[src/rtl/search_transposition_table_core_macros.svh]
// assertion macros shared by the transposition table rtl
`ifndef SEARCH_TRANSPOSITION_TABLE_CORE_MACROS_SVH
`define SEARCH_TRANSPOSITION_TABLE_CORE_MACROS_SVH
`ifndef SYNTH
// checked while reset is low
`define STT_ASSERT(label, clk, rst, prop) \
   label: assert property (@(posedge clk) disable iff (rst) prop) \
      else $error("transposition table assertion failed");
// checked at every edge, reset included
`define STT_ASSERT_ALWAYS(label, clk, prop) \
   label: assert property (@(posedge clk) prop) \
      else $error("transposition table assertion failed");
`else
`define STT_ASSERT(label, clk, rst, prop)
`define STT_ASSERT_ALWAYS(label, clk, prop)
`endif
`endif

[src/rtl/stt_pkg.sv]
// types and constants of the transposition table
package stt_pkg;

   // table geometry, entry count is a power of two
   localparam int TABLE_ENTRIES = 65536;
   localparam int INDEX_BITS    = $clog2(TABLE_ENTRIES);
   localparam int MAX_PLY       = 64;
   localparam int MOVE_BITS     = 32;
   localparam int PLY_BITS      = 6;
   localparam int DEPTH_BITS    = 6;
   localparam int FILL_BITS     = 17;
   localparam int THR_BITS      = 15;

   localparam logic [FILL_BITS-1:0] FILL_MAX   = 17'd65536;
   localparam logic [THR_BITS-1:0]  MATE_RESET = 15'd29936;

   // operation codes
   localparam logic OP_PROBE = 1'b0;
   localparam logic OP_STORE = 1'b1;

   // bound kinds
   localparam logic [1:0] BOUND_EXACT = 2'd0;
   localparam logic [1:0] BOUND_UPPER = 2'd1;
   localparam logic [1:0] BOUND_LOWER = 2'd2;

   typedef struct packed {
      logic                  opcode;
      logic [63:0]           position_key;
      logic [31:0]           move_word;
      logic signed [15:0]    score_in;
      logic [1:0]            bound_kind;
      logic [DEPTH_BITS-1:0] search_depth;
      logic signed [15:0]    alpha_bound;
      logic signed [15:0]    beta_bound;
      logic [PLY_BITS-1:0]   ply;
   } req_type;

   typedef struct packed {
      logic                 key_match;
      logic                 cutoff;
      logic [31:0]          stored_move;
      logic signed [15:0]   result_score;
      logic                 slot_was_empty;
      logic [FILL_BITS-1:0] filled_slots;
   } rsp_type;

   // one table slot
   typedef struct packed {
      logic [63:0]           key;
      logic [MOVE_BITS-1:0]  move;
      logic signed [15:0]    score;
      logic [DEPTH_BITS-1:0] depth;
      logic [1:0]            bound;
   } entry_type;

   localparam int ENTRY_BITS = $bits(entry_type);

   // controller to datapath
   typedef struct packed {
      logic clear_wr;
      logic capture;
      logic finish;
   } cmd_type;

   // datapath to controller
   typedef struct packed {
      logic clear_last;
      logic out_free;
   } sts_type;

endpackage

[src/rtl/stt_control.sv]
// sequencer for clearing, lookup and write back
`include "search_transposition_table_core_macros.svh"
module stt_control (
   input  logic             clock,
   input  logic             reset,
   input  logic             req_valid,
   output logic             req_stall,
   input  stt_pkg::sts_type sts,
   output stt_pkg::cmd_type cmd
);
   import stt_pkg::*;

   localparam logic [1:0] ST_CLEAR  = 2'd0;
   localparam logic [1:0] ST_IDLE   = 2'd1;
   localparam logic [1:0] ST_LOOKUP = 2'd2;

   logic [1:0] state_ff;
   logic [1:0] state_in;

   // commands
   always_comb begin
      cmd          = '0;
      cmd.clear_wr = (state_ff == ST_CLEAR);
      cmd.capture  = (state_ff == ST_IDLE) && req_valid;
      cmd.finish   = (state_ff == ST_LOOKUP) && sts.out_free;
   end

   assign req_stall = (state_ff != ST_IDLE);

   // next state
   always_comb begin
      state_in = state_ff;
      case (state_ff)
         ST_CLEAR: begin
            if (sts.clear_last) begin
               state_in = ST_IDLE;
            end
         end
         ST_IDLE: begin
            if (req_valid) begin
               state_in = ST_LOOKUP;
            end
         end
         ST_LOOKUP: begin
            if (sts.out_free) begin
               state_in = ST_IDLE;
            end
         end
         default: begin
            state_in = ST_CLEAR;
         end
      endcase
   end

   always_ff @(posedge clock) begin
      if (reset) begin
         state_ff <= ST_CLEAR;
      end else begin
         state_ff <= state_in;
      end
   end

   // checks
   `STT_ASSERT_ALWAYS(a_reset_clears, clock, reset |=> (state_ff == ST_CLEAR))
   `STT_ASSERT(a_accept_looks_up, clock, reset,
      (req_valid && !req_stall) |=> (state_ff == ST_LOOKUP))
   `STT_ASSERT(a_no_accept_in_clear, clock, reset, (state_ff == ST_CLEAR) |-> req_stall)
   `STT_ASSERT(a_finish_needs_room, clock, reset, cmd.finish |-> sts.out_free)

endmodule

[config.mk]
export PLATFORM = sky130hd
export DESIGN_NAME = stt_control
export DESIGN_NICKNAME = d
export VERILOG_FILES = /design/src/rtl/stt_pkg.sv /design/src/rtl/stt_control.sv
export VERILOG_INCLUDE_DIRS = /design/src /design/src/rtl
export SDC_FILE = /design/constraint.sdc
export NUM_CORES = 1
export LEC_CHECK = 0
export BUFFER_PORTS_ARGS = -buffer_cell sky130_fd_sc_hd__buf_2
export CAP_MARGIN = 20
export CORE_AREA = 3 3 40 42
export DETAILED_ROUTE_END_ITERATION = 7
export DIE_AREA = 0 0 43 45
export PLACE_DENSITY = 0.3
export SLEW_MARGIN = 20
export SYNTH_ARGS = -nofsm -noshare
export SYNTH_HDL_FRONTEND = slang
export SYNTH_SLANG_ARGS = --single-unit
[constraint.sdc]
create_clock -name clock -period 0.9 [get_ports clock]
set_input_delay 0.18 -clock clock [delete_from_list [all_inputs] [get_ports clock]]
set_output_delay 0.18 -clock clock [all_outputs]
set_load 0.05 [all_outputs]
Word-level counts from Yosys, hierarchy flattened --
Index checks and enable logic that the tools add are counted.
Word-level totals: logic and storage cells 15, output and inout port bits 4, latch bits 0, register bits after elaboration 2, bits in writable memories 0, memories kept 0, bits in read-only memories 0
Operators by class: bitwise operators 0, add/sub/neg operators 0, shift operators 0, div/mod/pow operators 0, order comparisons 0, mux-type cells 4, equality and inequality tests 6, reductions and logical operators 4, multiply operators 0
Operators by type and width (number):
- $mux W2 | 3
- $ne A2 B2 Y1 const B | 3
- $pmux W2 S3 | 1
- $reduce_and A3 Y1 | 1
- $eq A2 B1 Y1 const B | 1
- $eq A2 B2 Y1 const B | 1
- $logic_and A1 B1 Y1 | 2
- $logic_not A2 Y1 | 1
- $ne A2 B1 Y1 const B | 1

Longest topological paths before layout --
depth after elaboration 3, depth in mapped cells 2, depth with buffers taken out 2

Worst setup path after synthesis --
No wires, ideal clock.
path kind register to output, start point reg state_ff[1], end point out cmd[0] in the netlist's numbering, setup slack -388 ps, stages on the path, launching flop included 3, data arrival time 1108 ps, cells stage by stage dfxtp_1 -> nand2_1 -> nor2_1
RTL lines:
- from (decl) | line stt_control.sv:17 | logic [1:0] state_ff;
- from (signal assigned) | line stt_control.sv:59 | state_ff <= state_in;
- to (decl) | line stt_control.sv:9 | output stt_pkg::cmd_type cmd

==> run metrics <==
CP endpoint kind primary output; Tmin final 1130 ps; IO buf count 8; Total Neg Setup Slack -865 ps; post-synthesis xor/xnor area fraction 0%; antenna fix cells 0; Die H 45 um; CTS Buffer Depth 2; Tightest Pin Transition ~180 ps; leakage roughly 0.15 nW; net load switching power 155 uW; Crit-path slowest cell dfxtp_2; Area Overhead vs Synth 176%; Ys Warns 0; syn avg cell area 8.95 sq um; largest family of logic cells by synthesized area simple AND/OR/NAND/NOR gates; Seq pwr share 21.2%; clk_lat worst skew 220 ps; Post-Synthesis Cells 13; Synth Flop Type dfxtp_1; Antenna Nets Post-Route 0; critical path class reg -> out; synth cell count leaders dfxtp_1 (2), nand2b_1 (2), nor2_1 (2); fill cell count 139; cts bufs inserted 3; placer congestion estimate 0.786; syn_nets 18; Final Hold Viols 0; compound-gate portion of the synthesized area 28.0%; async set-reset flop share out of synthesis 0%; Hold Path Class in -> reg; number of synthesized register bits 2; number of flops mapped to enable cells by yosys 0; clock sink total 2; adder-cell area share of the yosys netlist 0%; routed wire length 380 um; Yosys top cell area share approximately 34%; largest net degree at the start of global routing 6; leading area contributor after synthesis dfxtp_1; WL/cell 8.44 um; Starting Density 9.06%; Largest register FFs 2; final worst path period share 126%; via count 160; Max Fclk 882 MHz; Post-Synth Simple-Gate Area 34.4%; worst rel slew slack 88.3%; Remaining DRCs 0; share of post-route cells with drive strength above 1 83.3%; Top reg by flops state_ff; violations in the final reports setup timing; Pint 345 uW; DP HPWL 310 um; Sw Share 31.0%; Bufs and invs on worst path 1; Via density roughly 3.6; worst-path fanout max 5; Crit path largest cell delay 320 ps; Final WS setup -233 ps; # H-tree levels 1; top flop regs state_ff: 2 flops; multi-input combinational cell area 96.3 sq um; sequential element share of the synthesized area about a third; clock power share 39.7%; Layout Nets 37; Setup Skew 2.60 ps; Remaining Overflow, GRT 0; Max Slew Vio Count 0; FF+latch area 42.5 sq um; CTS tree built; CP cell instances and3b_2 -> buf_8; worst vdd ir 0.000366 V; mapped cell area between 100 and 150 sq um; first-pass GRT wire length 690 um; synth unique cells 10; chip width ~43 um; GRT Util Overall slightly below 5%; power per cell area between 1500 and 2000 nW/um^2; clk slew on worst S/H paths 30 ps; Starting DRT DRC Count 2; post-synthesis mux area share 0%; Root Buffer clkbuf_4; Logic pwr share 39.1%; number of global-route vias before repair 174; total core area 1280 sq um; # IOs 9; Area contributors post-synth dfxtp_1 (34%), a311oi_2 (13%), nand2b_1 (11%); WP data arrival 950 ps; outcome complete, but fails checks; DIE AREA a little under 2000 sq um; RSZ-0062 raised after global routing yes; Max Cap Viol 0; Req. time, crit path 720 ps; Worst Setup Start Kind flip-flop; final core occ 25.0%; Final Setup Violations 6; antenna violations before repair 0; critical path's top delay family flip-flops; number of placement rows 13; DRT Pass-1 Iters 2
-- cells in the final DEF, fill, tap and decap left out --
cell      n
buf_2     4
buf_6     4
clkbuf_4  3
buf_4     3
nor2_4    2
buf_8     2
dfxtp_2   2
nand2b_2  1
and3b_2   1
nand2_1   1
nor3b_2   1
o21ba_1   1
inv_1     1
nand2b_1  1
o21a_1    1
a311oi_2  1
buf_12    1
-- per-stage QoR --
step / setup WS (ps) / cells / area, sq um / power [mW] / hold WS [ps]
after floorplan: -68.4 / 13 / 133 / 0.194 / 240
after global placement: -77.5 / 41 / 241 / 0.258 / 367
after detailed placement: -91.0 / 41 / 241 / 0.257 / 360
after CTS: -244 / 45 / 318 / 0.510 / 131
after global routing: -270 / 45 / 322 / 0.531 / 141
final: -233 / 45 / 322 / 0.500 / 132
-- per-layer routing --
layer  GRT usage [%]  vias up  share of wire, %
li1                -       79                 -
met1            4.78       70                43
met2            8.08        9                43
met3            1.99        2                10
met4            3.61        0               2.6
met5               0        -                 0
-- worst reg2reg max path, cell delays in order, from the launching register on --
cell      delay [ps]
dfxtp_2          330
buf_12           130
buf_6            110
o21a_1           100
a311oi_2         170
-- power groups by stage --
stage               Sequential (mW)  Clock, mW  Combinational [mW]
CTS                           0.106      0.209               0.196
detailed placement            0.107          0               0.151
global route                  0.108      0.217               0.206
floorplan                     0.111          0              0.0827
finish                        0.106      0.199               0.196
global placement              0.106          0               0.152
-- final cells by class --
class / count / area share (%)
timing repair buffer: 14 / 42.8
multi-input combinational: 10 / 30.0
inverter: 1 / 1.17
clock buffer: 3 / 7.00
tap: 15 / 5.84
sequential: 2 / 13.2
-- path summary, 6_finish.rpt --
kind / startpoint / end / slack [ps] / cells past startpoint
worst max register to register: state_ff[0] / state_ff[0] / -30 / 4
worst min register to register: state_ff[1] / state_ff[0] / 660 / 3
worst min-delay path: reset / state_ff[0] / 130 / 2
worst max-delay path: state_ff[1] / cmd[1] / -230 / 2
-- what timing repair did --
action                                 in CTS  in global routing
setup endpoints to repair                   5                  6
endpoints found under the hold margin       0                  0
setup buffers                               1                  0
resized for setup                          13                  1
pin swaps                                   3                  0
hold buffers                                0                  0
-- logic make-up (layout without fill, tap and decap cells) --
| logic type | Yosys count | in the layout |
|---|---|---|
| and+or+nand+nor | 7 | 7 |
| AOI/OAI and AO/OA | 3 | 3 |
| DFF | 2 | 2 |
| buffers and inverters | 1 | 18 |
Power figures use the tool's default switching activity.
